File: config.mk
export PLATFORM = sky130hd
export DESIGN_NAME = bclts_div_stage
export DESIGN_NICKNAME = d
export VERILOG_FILES = /design/src/bclts_pkg.sv /design/src/bclts_div_stage.sv
export SDC_FILE = /design/constraint.sdc
export NUM_CORES = 1
export LEC_CHECK = 0
export BUFFER_PORTS_ARGS = -buffer_cell sky130_fd_sc_hd__buf_2
export CORE_MARGIN = 2
export CORE_UTILIZATION = 42
export DETAILED_ROUTE_END_ITERATION = 10
export PLACE_DENSITY = 0.77
export SLEW_MARGIN = 20
export SYNTH_ARGS = -nofsm -noshare
export SYNTH_HDL_FRONTEND = slang
export SYNTH_SLANG_ARGS = --single-unit
File: constraint.sdc
create_clock -name clock -period 2.43 [get_ports clock]
set_clock_uncertainty 0.15 [all_clocks]
set_input_delay 0 -clock clock [delete_from_list [all_inputs] [get_ports clock]]
set_output_delay 0 -clock clock [all_outputs]
set_load 0.01 [all_outputs]
File: src/bclts_pkg.sv
// Package for the block-cyclic local tile setup block.
// Holds the shared widths and constants; no dependencies.
package bclts_pkg;
   localparam int DIM_BITS_DEF  = 16;
   localparam int GRID_BITS_DEF = 8;
   localparam int REG_BITS      = 13;
   localparam int OFS_BITS      = 22;
   localparam logic [1:0] CSR_ROW_BLOCK_SIZE = 2'd0;
   localparam logic [1:0] CSR_COL_BLOCK_SIZE = 2'd1;
endpackage

File: src/bclts_div_stage.sv
// One restoring division step with its output registers.
// Depends on bclts_pkg for the block size width.
module bclts_div_stage
   import bclts_pkg::*;
#(
   parameter int DIM_BITS = DIM_BITS_DEF
) (
   input  logic                clock,
   input  logic                en,
   input  logic [REG_BITS-1:0] dvs,
   input  logic [DIM_BITS-1:0] num_in,
   input  logic [REG_BITS-1:0] rem_in,
   input  logic [DIM_BITS-1:0] quo_in,
   output logic [DIM_BITS-1:0] num_out,
   output logic [REG_BITS-1:0] rem_out,
   output logic [DIM_BITS-1:0] quo_out
);
   logic [REG_BITS:0]   trial;
   logic                take;
   logic [DIM_BITS-1:0] num_ff, quo_ff;
   logic [REG_BITS-1:0] rem_ff, rem_in_n;

   always_comb begin
      trial    = {rem_in, num_in[DIM_BITS-1]};
      take     = (trial >= {1'b0, dvs});
      rem_in_n = take ? REG_BITS'(trial - {1'b0, dvs}) : REG_BITS'(trial);
   end

   // advance only when the pipeline moves
   always_ff @(posedge clock) begin
      if (en) begin
         num_ff <= {num_in[DIM_BITS-2:0], 1'b0};
         rem_ff <= rem_in_n;
         quo_ff <= {quo_in[DIM_BITS-2:0], take};
      end
   end

   assign num_out = num_ff;
   assign rem_out = rem_ff;
   assign quo_out = quo_ff;
endmodule

==> results.yml <==
outcome:
  status: "complete, no violations"
die:
  start_util_pct: 43.0
  io_pins: 105
  die_h_um: 76.1
  die_x_um: 76.1
  die_area_mm2: 0.00579
  rows: 26
  coreArea_mm2: 0.00507
synthesis:
  synthCells: 154
  ys_warn_count: 0
  synth_ff_type: "edfxtp_1"
  synth_area_per_cell_um2: 14.2
  async_flop_share_pct: 0
  synth-seq-cells: 44
  ys_seq_area_share_pct: 60.6
  yosysMostFrequentCell: "edfxtp_1"
  synth_top_cells_by_area: "edfxtp_1 61%, ha_1 7.5%, mux2_4 4.8%"
  synth_cell_type_count: 42
  synth_top_cell_area_share_pct: 60.6
  syn-cell-area_mm2: 0.00218
  synthTopCellsByCount: "44 x edfxtp_1, 15 x inv_1, 13 x ha_1"
  syn_nets: 228
  synth.largest_area_cell: "edfxtp_1"
  synth_edf_count: 44
layout:
  fin_cells: 380
  area_delta_synth_final_pct: 56.3
  antenna_cells: 0
  final_cell_area_mm2: 0.00341
  drive_above_1_share_pct: 43.5
  finalNetCount: 384
worst_hold_path:
  whs_endpoint: "rem_out[1]"
  hp-start: "dvs[1]"
  hold_class: "in2reg"
  whs_path_depth: 3
pwr:
  p_clk_share_pct: 30.4
  p_sw_mw: 0.488
  ir_drop_v: 0.000419
  p_comb_share_pct: 24.4
  power_density_mw_per_mm2: 617
  seq_power_share_pct: 45.3
  totalPowerFinal_mw: 2.10
  p_sw_share_pct: 23.2
  leakage_nw: 1.54
  intPower_mw: 1.62
place:
  dp.cells: 329
  dp_hpwl_um: 3510
  place.gp.congestion: 0.803
  pre_cts_slack_ns: -0.0154
  placed_cell_area_mm2: 0.00279
  io_buffers: 102
timing:
  tns_ns: 0
  finalSetupViolations: 0
  final-hold-violation-count: 0
  worstMarginPinSlew_ns: 0.931
  grt_setup_unrepaired: "no"
  worst_slack_ns: 0.144
  slew_viol_final: 0
  min_period_ns: 2.29
  relSlewSlack_pct: 37.9
  timing.fmax_mhz: 438
  fin_crit_sh_pct: 94.1
global_route:
  grt_max_degree: 45
  grt_usage_pct: 19.8
  antenna_found_initial: 0
  overflow: 0
  grt_pass1_vias: 1838
  grt_pass1_wl_um: 9040
drt:
  drtPass1Iterations: 4
  routed_via_density: 4.63
  drt-initial-drc-count: 72
  wl_um: 5530
  vias: 1761
  wl_per_cell_um: 14.6
  ant_nets: 0
  drc_errors: 0
worst_setup_path:
  cp.arrival_ns: 2.18
  path_class: "in2reg"
  worstPathMaxFanout: 5
  path_depth: 10
  cpPeakStageDelay_ns: 0.53
  crit_path_top_delay_cell: "dlygate4sd3_1"
  path_cells: "dlygate4sd3_1, buf_2, ha_4, nand2b_1, a21oi_2, o21ai_2, a211oi_2, o32a_2, buf_4, mux2_4"
  crit_family: "buffers and inverters"
  crit_path_end_kind: "register"
  start_kind: "primary input"
  cp.required_ns: 2.32
  timing.critical_path.buf_inv: 3
clock_tree:
  ctsRootBufferMaster: "clkbuf_8"
  cts_tree: "done"
  path_clk_slew_ns: 0.08
  cts_buffers: 5
  numClockSinks: 44
  htree_levels: 2
  cts_buffer_depth: 2
run:
  maxCapViolCount: 0
-- how the worst max path moves through the flow --
stage | start | to | slack, ns
CTS | rem_in[2] | rem_out[3] | 0.03
detailed placement | dvs[0] | rem_out[3] | -0.02
global placement | num_in[15] | rem_out[3] | 0.04
finish | rem_in[1] | rem_out[8] | 0.14
floorplan | num_in[15] | rem_out[10] | 0.17
global route | rem_in[1] | rem_out[8] | 0.002
-- cell usage in the layout, fill, tap and decap left out, types with 2 or more instances in the layout --
cell,n
clkbuf_8,5
a211oi_1,2
ha_4,4
nor2b_1,2
a21o_1,2
nand2_1,4
buf_4,5
nor3_1,2
buf_2,102
mux2_4,7
nand2b_1,3
ha_1,9
bufinv_16,2
nand3_1,2
inv_1,15
a21oi_1,8
edfxtp_1,44
nor2_1,8
xor2_1,5
mux2i_1,2
o21ai_0,4
xnor2_1,4
mux2_2,3
dlygate4sd3_1,43
-- power groups by stage --
stage	Clock, mW	Sequential [mW]	Combinational [mW]
after detailed placement	0	0.965	0.437
after global placement	0	0.964	0.428
final	0.638	0.953	0.512
after floorplan	0	1.01	0.219
after global routing	0.687	0.961	0.560
after CTS	0.651	0.950	0.493
-- per-layer routing --
metal	global-route usage [%]	part of all wire, %	vias to the layer above
met5	0	0	-
met2	35.9	52	82
li1	-	-	873
met3	5.45	7.0	4
met4	5.64	0.98	0
met1	23.0	40	802
-- per-stage QoR --
stage | hold slack (ns) | util [%]
floorplan | -0.0511 | -
global placement | 0.0262 | 55.0
detailed placement | 0.0281 | 55.0
CTS | 0.0113 | 66.0
global route | 0.0834 | 67.2
finish | 0.0728 | 67.2
-- registers in the layout (all words and copies together) (netlist names) --
name	flops
rem_out	13
num_out	15
quo_out	16
-- final cells by class --
class / instances / area [µm²]
Clock inverter: 2 / 60.1
Fill cell: 397 / 1660
Timing Repair Buffer: 151 / 990
Multi-Input combinational cell: 93 / 827
Clock buffer: 5 / 68.8
Tap cell: 70 / 87.6
Sequential cell: 44 / 1320
Inverter: 15 / 56.3
-- kinds of logic (layout without fill, tap and decap cells) --
group,Yosys count,after routing,synth area share (%)
AOI/OAI and AO/OA,26,26,8.08
xor gates and xnor gates,9,9,3.61
adders and majority gates,14,14,8.37
buffers and inverters,17,173,3.84
DFF,44,44,60.6
muxes,13,13,7.80
other,1,1,0.172
and+or+nand+nor,30,30,7.57
-- what timing repair did --
| action | 4_1_cts | 5_1_grt |
|---|---|---|
| hold buffers | 43 | 0 |
| buffers inserted | 0 | 1 |
| endpoints found under the hold margin | 43 | 0 |
| endpoints found under the setup margin | 0 | 13 |
| gates resized for setup | 0 | 9 |
(Power assumes the default switching activity.)
